`config.mk`:
```
export PLATFORM = sky130hd
export DESIGN_NAME = audio_level_meter_core
export DESIGN_NICKNAME = d
export VERILOG_FILES = /design/src/hdl/alm_pkg.sv /design/src/hdl/alm_ctrl.sv /design/src/hdl/alm_datapath.sv /design/src/hdl/audio_level_meter_core.sv
export SDC_FILE = /design/constraint.sdc
export NUM_CORES = 1
export LEC_CHECK = 0
export ABC_CLOCK_PERIOD_IN_PS = 20500
export BUFFER_PORTS_ARGS = -buffer_cell sky130_fd_sc_hd__buf_2
export CAP_MARGIN = 25
export CORE_MARGIN = 4
export CORE_UTILIZATION = 40
export DETAILED_ROUTE_END_ITERATION = 12
export PLACE_DENSITY = 0.64
export SKIP_CTS_REPAIR_TIMING = 1
export SLEW_MARGIN = 30
export SYNTH_ARGS = -nofsm -noshare
export SYNTH_HDL_FRONTEND = slang
export SYNTH_SLANG_ARGS = --single-unit
```
`constraint.sdc`:
```
create_clock -name i_clk -period 20.5 [get_ports i_clk]
set_input_delay 2.05 -clock i_clk [delete_from_list [all_inputs] [get_ports i_clk]]
set_output_delay 2.05 -clock i_clk [all_outputs]
set_load 0.005 [all_outputs]
```
`src/hdl/alm_pkg.sv`:
```
package alm_pkg;

    localparam int CHUNK_MAX = 512;
    localparam int CCNT_W    = $clog2(CHUNK_MAX + 1);
    localparam int DIV_N_W   = 48;
    localparam int DIV_D_W   = 32;
    localparam int DIV_CNT_W = $clog2(DIV_N_W + 1);
    localparam int OUT_W     = 64;

    localparam logic [14:0] MAG_MAX     = 15'h7FFF;
    localparam logic [23:0] CSUM_MAX    = 24'hFFFFFF;
    localparam logic [46:0] TSUM_MAX    = 47'h7FFF_FFFF_FFFF;
    localparam logic [6:0]  LEVEL_MAX   = 7'd100;
    localparam logic [14:0] NOISE_RST   = 15'd20;
    localparam logic [14:0] SCALE_RST   = 15'd80;
    // x / 10 == (x * 205) >> 11 for x <= 1000
    localparam logic [7:0]  SMOOTH_MUL  = 8'd205;

    localparam logic CFG_NOISE_FLOOR = 1'b0;
    localparam logic CFG_LEVEL_SCALE = 1'b1;

    typedef enum logic [1:0] {
        ACT_SAMPLE = 2'd0,
        ACT_START  = 2'd1,
        ACT_STOP   = 2'd2,
        ACT_NOP    = 2'd3
    } t_action;

    typedef enum logic [2:0] {
        DOP_CAVG,
        DOP_MAVG,
        DOP_MPEAK,
        DOP_TAVG,
        DOP_MTAVG
    } t_div_op;

    typedef enum logic [3:0] {
        S_IDLE,
        S_TOTAL,
        S_CAVG,
        S_MAVG,
        S_MPEAK,
        S_SMOOTH,
        S_TAVG,
        S_MTAVG,
        S_OUT
    } t_state;

    typedef struct packed {
        logic    accept;
        logic    total_upd;
        logic    div_start;
        t_div_op div_op;
        logic    level_upd;
        logic    clear_chunk;
        logic    load_out;
    } t_ctl_cmd;

    typedef struct packed {
        logic chunk_end;
        logic div_done;
        logic out_free;
    } t_ctl_sts;

    function automatic logic [6:0] cap_level(input logic [DIV_N_W-1:0] q);
        cap_level = (q > DIV_N_W'(LEVEL_MAX)) ? LEVEL_MAX : q[6:0];
    endfunction

endpackage

```
`src/hdl/alm_ctrl.sv`:
```
module alm_ctrl (
    input  logic              i_clk,
    input  logic              i_rst_n,
    input  logic              i_s_tvalid,
    output logic              o_s_tready,
    input  alm_pkg::t_ctl_sts i_sts,
    output alm_pkg::t_ctl_cmd o_cmd
);
    import alm_pkg::*;

    t_state r_state, n_state;

    always_ff @(posedge i_clk) begin
        if (!i_rst_n) begin
            r_state <= S_IDLE;
        end else begin
            r_state <= n_state;
        end
    end

    always_comb begin
        n_state    = r_state;
        o_cmd      = '0;
        o_s_tready = 1'b0;
        case (r_state)
            S_IDLE: begin
                o_s_tready = 1'b1;
                if (i_s_tvalid) begin
                    o_cmd.accept = 1'b1;
                    n_state = i_sts.chunk_end ? S_TOTAL : S_OUT;
                end
            end
            S_TOTAL: begin
                o_cmd.total_upd = 1'b1;
                o_cmd.div_start = 1'b1;
                o_cmd.div_op    = DOP_CAVG;
                n_state         = S_CAVG;
            end
            S_CAVG: begin
                if (i_sts.div_done) begin
                    o_cmd.div_start = 1'b1;
                    o_cmd.div_op    = DOP_MAVG;
                    n_state         = S_MAVG;
                end
            end
            S_MAVG: begin
                if (i_sts.div_done) begin
                    o_cmd.div_start = 1'b1;
                    o_cmd.div_op    = DOP_MPEAK;
                    n_state         = S_MPEAK;
                end
            end
            S_MPEAK: begin
                if (i_sts.div_done) begin
                    n_state = S_SMOOTH;
                end
            end
            S_SMOOTH: begin
                o_cmd.level_upd = 1'b1;
                o_cmd.div_start = 1'b1;
                o_cmd.div_op    = DOP_TAVG;
                n_state         = S_TAVG;
            end
            S_TAVG: begin
                if (i_sts.div_done) begin
                    o_cmd.div_start = 1'b1;
                    o_cmd.div_op    = DOP_MTAVG;
                    n_state         = S_MTAVG;
                end
            end
            S_MTAVG: begin
                if (i_sts.div_done) begin
                    o_cmd.clear_chunk = 1'b1;
                    n_state           = S_OUT;
                end
            end
            S_OUT: begin
                if (i_sts.out_free) begin
                    o_cmd.load_out = 1'b1;
                    n_state        = S_IDLE;
                end
            end
            default: begin
                n_state = S_IDLE;
            end
        endcase
    end

endmodule

```
`src/hdl/alm_datapath.sv`:
```
module alm_datapath (
    input  logic                          i_clk,
    input  logic                          i_rst_n,
    input  logic [31:0]                   i_s_tdata,
    input  logic [1:0]                    i_s_tuser,
    input  logic                          i_s_tlast,
    output logic [alm_pkg::OUT_W-1:0]     o_m_tdata,
    output logic                          o_m_tvalid,
    input  logic                          i_m_tready,
    input  logic                          i_cfg_valid,
    input  logic                          i_cfg_index,
    input  logic [14:0]                   i_cfg_data,
    input  alm_pkg::t_ctl_cmd             i_cmd,
    output alm_pkg::t_ctl_sts             o_sts
);
    import alm_pkg::*;

    logic [14:0] r_noise, r_scale;
    logic        r_rec;
    logic [6:0]  r_level;
    logic [23:0] r_csum;
    logic [14:0] r_cpeak;
    logic [CCNT_W-1:0] r_ccnt;
    logic [31:0] r_tcnt;
    logic [46:0] r_tsum;
    logic [14:0] r_tpeak;
    logic [6:0]  r_avg_level;
    logic [14:0] r_avg, r_tavg;
    logic [6:0]  r_mavg, r_mhalf;

    logic [DIV_N_W-1:0]   r_quo;
    logic [DIV_D_W-1:0]   r_rem, r_dvs;
    logic [DIV_CNT_W-1:0] r_cnt;
    logic                 r_busy, r_done;
    t_div_op              r_op;

    logic                 r_out_valid;
    logic [OUT_W-1:0]     r_out_data;

    t_action              act;
    logic [16:0]          mag_hi, mag_lo, mag_max;
    logic [14:0]          mag;
    logic [24:0]          csum_add;
    logic [CCNT_W-1:0]    ccnt_inc;
    logic [32:0]          tcnt_add;
    logic [47:0]          tsum_add;
    logic [DIV_N_W-1:0]   div_n;
    logic [DIV_D_W-1:0]   div_d;
    logic [14:0]          scale_eff;
    logic [6:0]           target;
    logic [10:0]          smooth_num;
    logic [18:0]          smooth_prod;
    logic [DIV_D_W:0]     trial;
    logic                 ge;
    logic [DIV_N_W-1:0]   quo_next;

    assign act      = t_action'(i_s_tuser);
    assign mag_hi   = i_s_tdata[31] ? (17'h10000 - {1'b0, i_s_tdata[31:16]})
                                    : {1'b0, i_s_tdata[31:16]};
    assign mag_lo   = i_s_tdata[15] ? (17'h10000 - {1'b0, i_s_tdata[15:0]})
                                    : {1'b0, i_s_tdata[15:0]};
    assign mag_max  = (mag_hi > mag_lo) ? mag_hi : mag_lo;
    assign mag      = (mag_max > {2'b0, MAG_MAX}) ? MAG_MAX : mag_max[14:0];
    assign csum_add = {1'b0, r_csum} + {10'b0, mag};
    assign ccnt_inc = r_ccnt + CCNT_W'(1);
    assign tcnt_add = {1'b0, r_tcnt} + 33'(r_ccnt);
    assign tsum_add = {1'b0, r_tsum} + 48'(r_csum);
    assign scale_eff = (r_scale == '0) ? 15'd1 : r_scale;
    assign target   = (r_mavg > r_mhalf) ? r_mavg : r_mhalf;
    assign smooth_num = (target > r_level)
                      ? (11'(r_level) * 11'd3 + 11'(target) * 11'd7)
                      : (11'(r_level) * 11'd9 + 11'(target));
    assign smooth_prod = 19'(smooth_num) * 19'(SMOOTH_MUL);

    always_comb begin
        div_n = '0;
        div_d = DIV_D_W'(scale_eff);
        case (i_cmd.div_op)
            DOP_CAVG: begin
                div_n = DIV_N_W'(r_csum);
                div_d = DIV_D_W'(r_ccnt);
            end
            DOP_MAVG: begin
                div_n = (r_avg > r_noise) ? DIV_N_W'(r_avg - r_noise) : '0;
            end
            DOP_MPEAK: begin
                div_n = (r_cpeak > r_noise) ? DIV_N_W'(r_cpeak - r_noise) : '0;
            end
            DOP_TAVG: begin
                div_n = DIV_N_W'(r_tsum);
                div_d = r_tcnt;
            end
            DOP_MTAVG: begin
                div_n = (r_tavg > r_noise) ? DIV_N_W'(r_tavg - r_noise) : '0;
            end
            default: begin
                div_n = '0;
            end
        endcase
    end

    assign trial    = {r_rem, r_quo[DIV_N_W-1]};
    assign ge       = trial >= {1'b0, r_dvs};
    assign quo_next = {r_quo[DIV_N_W-2:0], ge};

    always_ff @(posedge i_clk) begin
        if (!i_rst_n) begin
            r_busy <= 1'b0;
            r_done <= 1'b0;
        end else begin
            r_done <= 1'b0;
            if (i_cmd.div_start) begin
                r_busy <= 1'b1;
            end else if (r_busy && r_cnt == DIV_CNT_W'(1)) begin
                r_busy <= 1'b0;
                r_done <= 1'b1;
            end
        end
    end

    always_ff @(posedge i_clk) begin
        if (i_cmd.div_start) begin
            r_op  <= i_cmd.div_op;
            r_quo <= div_n;
            r_rem <= '0;
            r_dvs <= div_d;
            r_cnt <= DIV_CNT_W'(DIV_N_W);
        end else if (r_busy) begin
            r_quo <= quo_next;
            r_rem <= ge ? DIV_D_W'(trial - {1'b0, r_dvs}) : trial[DIV_D_W-1:0];
            r_cnt <= r_cnt - DIV_CNT_W'(1);
        end
    end

    always_ff @(posedge i_clk) begin
        if (r_busy && r_cnt == DIV_CNT_W'(1)) begin
            case (r_op)
                DOP_CAVG:  r_avg   <= quo_next[14:0];
                DOP_MAVG:  r_mavg  <= cap_level(quo_next);
                DOP_MPEAK: r_mhalf <= cap_level(quo_next) >> 1;
                DOP_TAVG:  r_tavg  <= quo_next[14:0];
                default: begin
                end
            endcase
        end
    end

    always_ff @(posedge i_clk) begin
        if (!i_rst_n) begin
            r_noise     <= NOISE_RST;
            r_scale     <= SCALE_RST;
            r_rec       <= 1'b0;
            r_level     <= '0;
            r_csum      <= '0;
            r_cpeak     <= '0;
            r_ccnt      <= '0;
            r_tcnt      <= '0;
            r_tsum      <= '0;
            r_tpeak     <= '0;
            r_avg_level <= '0;
            r_out_valid <= 1'b0;
        end else begin
            if (i_cfg_valid) begin
                if (i_cfg_index == CFG_NOISE_FLOOR) begin
                    r_noise <= i_cfg_data;
                end else begin
                    r_scale <= i_cfg_data;
                end
            end
            if (i_cmd.accept) begin
                case (act)
                    ACT_START: begin
                        r_rec       <= 1'b1;
                        r_level     <= '0;
                        r_csum      <= '0;
                        r_cpeak     <= '0;
                        r_ccnt      <= '0;
                        r_tcnt      <= '0;
                        r_tsum      <= '0;
                        r_tpeak     <= '0;
                        r_avg_level <= '0;
                    end
                    ACT_STOP: begin
                        r_rec   <= 1'b0;
                        r_level <= '0;
                        r_csum  <= '0;
                        r_cpeak <= '0;
                        r_ccnt  <= '0;
                    end
                    ACT_SAMPLE: begin
                        if (r_rec) begin
                            r_csum  <= csum_add[24] ? CSUM_MAX : csum_add[23:0];
                            r_cpeak <= (mag > r_cpeak) ? mag : r_cpeak;
                            r_ccnt  <= ccnt_inc;
                        end
                    end
                    default: begin
                    end
                endcase
            end
            if (i_cmd.total_upd) begin
                r_tcnt  <= tcnt_add[32] ? 32'hFFFF_FFFF : tcnt_add[31:0];
                r_tsum  <= tsum_add[47] ? TSUM_MAX : tsum_add[46:0];
                r_tpeak <= (r_cpeak > r_tpeak) ? r_cpeak : r_tpeak;
            end
            if (i_cmd.level_upd) begin
                r_level <= smooth_prod[17:11];
            end
            if (r_busy && r_cnt == DIV_CNT_W'(1)) begin
                if (r_op == DOP_MTAVG) begin
                    r_avg_level <= cap_level(quo_next);
                end
            end
            if (i_cmd.clear_chunk) begin
                r_csum  <= '0;
                r_cpeak <= '0;
                r_ccnt  <= '0;
            end
            if (i_cmd.load_out) begin
                r_out_valid <= 1'b1;
            end else if (i_m_tready) begin
                r_out_valid <= 1'b0;
            end
        end
    end

    always_ff @(posedge i_clk) begin
        if (i_cmd.load_out) begin
            r_out_data <= {2'b0, r_rec, r_tcnt, r_tpeak, r_avg_level, r_level};
        end
    end

    assign o_sts.chunk_end = (act == ACT_SAMPLE) && r_rec
                           && (i_s_tlast || ccnt_inc >= CCNT_W'(CHUNK_MAX));
    assign o_sts.div_done  = r_done;
    assign o_sts.out_free  = !r_out_valid || i_m_tready;
    assign o_m_tvalid      = r_out_valid;
    assign o_m_tdata       = r_out_data;

endmodule

```
`src/hdl/audio_level_meter_core.sv`:
```
// An input transaction is accepted only in idle. If it ends no chunk, the controller
// goes straight to the output state to load the result into the output register.
// A chunk-ending sample first runs five serial divides and one smoothing step on
// the shared one-bit-per-cycle divider. A new item is taken only after the previous
// result is loaded, and loading waits while the output register is full and stalled.
// Reset (synchronous, active low): idle, not recording, totals zero, registers 20/80.
module audio_level_meter_core (
    input  logic                      i_clk,
    input  logic                      i_rst_n,
    input  logic                      i_s_tvalid,
    output logic                      o_s_tready,
    input  logic [31:0]               i_s_tdata,   // [31:0] raw_sample
    input  logic [1:0]                i_s_tuser,   // [1:0] action
    input  logic                      i_s_tlast,
    output logic                      o_m_tvalid,
    input  logic                      i_m_tready,
    // [6:0] instant_level, [13:7] average_level, [28:14] peak_magnitude,
    // [60:29] samples_total, [61] recording, [63:62] zero
    output logic [alm_pkg::OUT_W-1:0] o_m_tdata,
    input  logic                      i_cfg_valid,
    output logic                      o_cfg_ready,
    input  logic                      i_cfg_index,
    input  logic [14:0]               i_cfg_data
);
    import alm_pkg::*;

    t_ctl_cmd cmd;
    t_ctl_sts sts;

    assign o_cfg_ready = 1'b1;

    alm_ctrl u_ctrl (
        .i_clk      (i_clk),
        .i_rst_n    (i_rst_n),
        .i_s_tvalid (i_s_tvalid),
        .o_s_tready (o_s_tready),
        .i_sts      (sts),
        .o_cmd      (cmd)
    );

    alm_datapath u_dp (
        .i_clk       (i_clk),
        .i_rst_n     (i_rst_n),
        .i_s_tdata   (i_s_tdata),
        .i_s_tuser   (i_s_tuser),
        .i_s_tlast   (i_s_tlast),
        .o_m_tdata   (o_m_tdata),
        .o_m_tvalid  (o_m_tvalid),
        .i_m_tready  (i_m_tready),
        .i_cfg_valid (i_cfg_valid),
        .i_cfg_index (i_cfg_index),
        .i_cfg_data  (i_cfg_data),
        .i_cmd       (cmd),
        .o_sts       (sts)
    );

    a_level_range: assert property (@(posedge i_clk) disable iff (!i_rst_n)
        o_m_tvalid |-> (o_m_tdata[6:0] <= LEVEL_MAX) && (o_m_tdata[13:7] <= LEVEL_MAX))
        else $error("level above 100");

    a_one_at_a_time: assert property (@(posedge i_clk) disable iff (!i_rst_n)
        (i_s_tvalid && o_s_tready) |=> !o_s_tready)
        else $error("input taken while previous item in progress");

    a_single_cmd: assert property (@(posedge i_clk) disable iff (!i_rst_n)
        $onehot0({cmd.accept, cmd.div_start, cmd.clear_chunk, cmd.load_out}))
        else $error("conflicting controller commands");

endmodule

```
# After elaboration in Yosys (flattened, before gate mapping)
# Index checks and enable logic that the tools add are counted.
# totals
elab_cells,192
output_inout_bits,67
inputBits,56
reg_bits,421
# classes
reduce_logical,36
n_bitwise,2
muxes,71
n_eq_ne,29
n_addsub,13
magnitude_cmp,12
mul,4
# ops
cell,count
$mux 48,5
$pmux 48 s5,1
$mux 47,4
$mux 32,5
$mux 15,8
$gt 15x15->1,5
$pmux 32 s2,1
$mux 7,9
$mux 17,3
$add 47x24->48,1
$gt 48x7->1 const B,1
$mux 24,2
$pmux 24 s2,1
$sub 15x15->16,3
$mux 4,11
$pmux 4 s9,1
$sub 17x16->17 const A,2
$add 32x10->33,1
$ge 33x32->1,1
$sub 32x32->32,1
$pmux 15 s2,1
$add 24x15->25,1
$pmux 10 s2,1
$pmux 4 s5,1
other kinds (43),97

# Logic depth before layout (Yosys ltp)
# logic_depth
word_depth,10
ltp_mapped,42
ltp_nobuf,42

# By module
# A second synthesis with hierarchy kept.
# unflattened
hier_cells,3228
area_unflattened_um2,28830.2
# by_module_without_submodules
mod,area_each_um2,cells_each,n_inst
alm_datapath,28437.3,3173,1
alm_ctrl,381.6,53,1
audio_level_meter_core,11.3,2,1

# Worst setup path before layout
# Ideal clock, no wire load.
# synth_timing
path_type,reg-to-reg
start,register u_dp.r_mavg[4]
end,register u_dp.r_level[5]
path_stages_with_launch,37
required_ns,20.383
n_path_buf,0
setup_slack_ns,11.874
arrival_time_ns,8.508
path_cell_list,edfxtp_1 ha_1 nand3_1 or2_2 a21oi_1 mux2_2 inv_1 fa_1 inv_1 fa_1 fa_1 fa_1 a21o_1 a21oi_1 o21bai_1 a21oi_1 o21ai_0 xor2_1 nand2_1 o31a_1 inv_1 ha_1 inv_1 fa_1 inv_1 fa_1 inv_1 fa_1 inv_1 ha_1 nor2b_1 nor3_1 o211a_1 a21oi_1 o31ai_1 mux2i_1 nand2_1
# synth_via
elab_chain_len,7
# synth_rtl
item,line,source
"start, declared",alm_datapath.sv:29,"logic [6:0] r_mavg, r_mhalf;"
"start signal, assigned",alm_datapath.sv:139,DOP_MAVG: r_mavg <= cap_level(quo_next);
$gt 7x6->1,alm_datapath.sv:69,assign target = (r_mavg > r_mhalf) ? r_mavg : r_mhalf;
$mux 7 (*),alm_datapath.sv:69,
$mul 7x3->10,alm_datapath.sv:71,? (11'(r_level) * 11'd3 + 11'(target) * 11'd7)
$add 9x10->11,alm_datapath.sv:71,
$mux 11 (*),alm_datapath.sv:71,
$mul 11x8->18 (*),alm_datapath.sv:73,assign smooth_prod = 19'(smooth_num) * 19'(SMOOTH_MUL);
$mux 7 (*),alm_datapath.sv:206,if (i_cmd.level_upd) begin
"end signal, assigned",alm_datapath.sv:207,r_level <= smooth_prod[17:11];
"end, declared",alm_datapath.sv:20,logic [6:0] r_level;
# Every way passes the cells marked *; elsewhere a longest branch is shown, timed or not.
# A chain may end at the register's enable or synchronous reset.

# Final worst setup path
# layout_timing
start,register u_dp.r_mavg[5]
end,register u_dp.r_level[5]
# The elaborated chain is that of the path after synthesis.

==> impl_metrics.toml <==
[pwr]
seq_power_share_pct = 40.8
power_density_mw_per_mm2 = 73.1
p_sw_w = 0.000702
p_sw_share_pct = 30.2
peakVddDrop_uv = 65.3
p_int_w = 0.00163
p_leak_nw = 13.0
combinationalPowerShare_pct = 21.6
clock_power_share_pct = 37.6

[timing]
relSlewSlack_pct = 30.1
fin_tns_setup_ns = 0
drv_slew = 0
tightest_slew_ns = 1.04
rsz0062_at_grt = "no"
max_freq_mhz = 106
hold_viol_final = 0
layout_min_cycle_time_ns = 9.47
fin_skew_ns = 0.0238
setup_viol = 0
min_period_over_period_pct = 46.2

[global_routing]
antenna_found_initial = 0
grtUsageTotal_pct = 20.8
grt_pass1_vias = 22800
grt_pass1_wl_um = 127000
gr-total-overflow = 0
grt_max_degree = 77

[setup_path]
worstSetupPathType = "reg -> reg"
end_kind = "flip-flop"
start_kind = "flip-flop"
crit_required_ns = 20.99
crit_family = "adder cells"
critPathArrivalTime_ns = 9.96
timing.rr.start = "u_dp.r_mavg[5]$_DFFE_PP_"
critPathBufInv = 7
crit_fanout = 7
crit_slowest_cell = "a21oi_1"
slowest_delay_ns = 0.54
reg2reg_depth = 36
startpoint = "u_dp.r_mavg[5]$_DFFE_PP_"
cp.depth = 36

[final_layout]
stdcell_area_mm2 = 0.0319
final_cells = 4279
final_nets = 3679
layout_common_cells = "nand2_1, ha_1, inv_1"
synthToLayoutAreaGrowth_pct = 11.0
layout_commonest_cell = "nand2_1"
num_antenna_cells = 0
drive_gt1_share_pct = 8.51

[worst_hold_path]
min_path_type = "reg -> reg"
min_from = "u_dp.r_avg_level[0]$_SDFF_PN0_"
hold_depth = 0

[placement]
portBuffers = 119
dp_hpwl_um = 60700
placedCellCount = 4189
gp_congestion = 0.906
dpl-instance-area_mm2 = 0.0302

[cts]
numClockSinks = 421
clk_pin_slew_ns = 0.06
cts_buffers = 48
cts_tree = "built"
root_buffer = "clkbuf_16"
cts_max_path_buffers = 3
htreeDepth = 2
clock_latency_ns = 0.61

[yosys]
synth_edf_count = 188
yosysSeqAreaShare_pct = 35.9
ys_warn_count = 0
yosys.cell_types.count = 83
ys_seq_elements = 421
postSynthAreaPerCell_um2 = 8.87
synth-main-ff-cell = "dfxtp_1"
syn-cell-area_mm2 = 0.0287
synth_cells = 3234
synthArstFlopShare_pct = 0

[drt]
wl_per_cell_um = 19.1
vias = 24200
ant_nets = 0
drt-total-wl_um = 81600
drtPass1Iterations = 6
drt_iter0_markers = 1797
viasPerCell = 5.66
drc = 0

[outcome]
status = "complete, no violations"

[die]
die_y_um = 276
ioPinCount = 123
dieArea_mm2 = 0.0761
core_mm2 = 0.0705
fp-row-count = 97
initial_core_util_pct = 40.7
die_w_um = 276

[flow_run]
drv_cap = 0
-- flip-flops by register name, indices dropped and copies added (netlist names), 24 cells and up --
register        count
u_dp.o_m_tdata     62
u_dp.r_quo         48
u_dp.r_tsum        47
u_dp.r_dvs         32
u_dp.r_rem         32
u_dp.r_tcnt        32
u_dp.r_csum        24
-- path summary, 6_finish.rpt --
check                                 end  slack [ns]
min           u_dp.o_m_tdata[7]$_DFFE_PP_        0.44
max reg2reg  u_dp.r_level[5]$_SDFFE_PN0P_       11.03
max          u_dp.r_level[5]$_SDFFE_PN0P_       11.03
min reg2reg   u_dp.o_m_tdata[7]$_DFFE_PP_        0.44
-- power groups by stage --
stage                     Combinational (W)  Sequential [W]  Clock, W
after floorplan                    0.000381        0.000957         0
after global placement             0.000493        0.000966         0
after detailed placement           0.000496        0.000967         0
after CTS                          0.000500        0.000950  0.000891
after global routing               0.000564        0.000954  0.000929
final                              0.000504        0.000950  0.000875
-- synth_stat cells (29+ instances only) --
master	number	area (um2)
a22o_1	31	272
inv_1	256	961
o21ai_0	216	1080
nand3_1	78	390
nor2b_1	35	219
nor2_1	208	781
nand2_1	337	1260
o21a_1	38	285
a21o_1	71	533
edfxtp_1	188	5650
a22oi_1	37	278
mux2i_1	35	350
ha_1	277	3470
clkbuf_1	110	413
dfxtp_1	233	4660
xnor2_1	86	753
a31oi_1	44	275
o31ai_1	29	218
and2_1	29	181
nand4_1	32	200
xor2_1	54	473
a21oi_1	240	1200
nor3_1	85	425
fa_1	47	941
a211oi_1	45	338
-- worst register-to-register path, delay by kind of cell (launching register included) --
kind / cells / cell delay [ns]
AOI/OAI and AO/OA: 10 / 2.43
muxes: 2 / 0.73
and+or+nand+nor: 6 / 0.83
buffers and inverters: 7 / 0.45
xor gates and xnor gates: 1 / 0.15
DFF: 1 / 0.40
adders and majority gates: 10 / 4.34
-- stage by stage --
step           setup WS (ns)  utilization, %  hold slack [ns]  power [W]
2_1_floorplan          11.87               -            0.408    0.00134
6_report               11.03            45.2            0.442    0.00233
4_1_cts                11.05            45.2            0.444    0.00234
3_3_place_gp           11.28            42.8            0.420    0.00146
3_5_place_dp           11.10            42.9            0.429    0.00146
5_1_grt                10.49            45.2            0.470    0.00245
-- layout make-up --
class                   instances  area, um2
clock buffers                  63       1310
clock inverters                27        300
fillers                      6871      38700
inverters                     258        968
multi-input cells            2423      17000
flip-flops and latches        421      10300
well taps                     940       1180
repair buffers                147        810
-- cells by family after synthesis --
family,synth area share [%]
buffers and inverters,5.28
AND/OR/NAND/NOR,16.1
flip-flops,35.9
multiplexers,1.54
other,0.0262
adder cells (fa/ha/maj),15.4
XOR/XNOR,4.27
AO/OA/AOI/OAI,21.5
-- routing by layer --
| layer | GRT usage [%] | vias to the layer above | share of wire, % |
|---|---|---|---|
| met4 | 6.30 | 0 | 2.8 |
| met2 | 35.1 | 696 | 47 |
| met3 | 2.25 | 116 | 5.4 |
| met1 | 28.3 | 11500 | 45 |
| li1 | - | 12000 | - |
| met5 | 0 | - | 0 |
(Power assumes the default switching activity.)
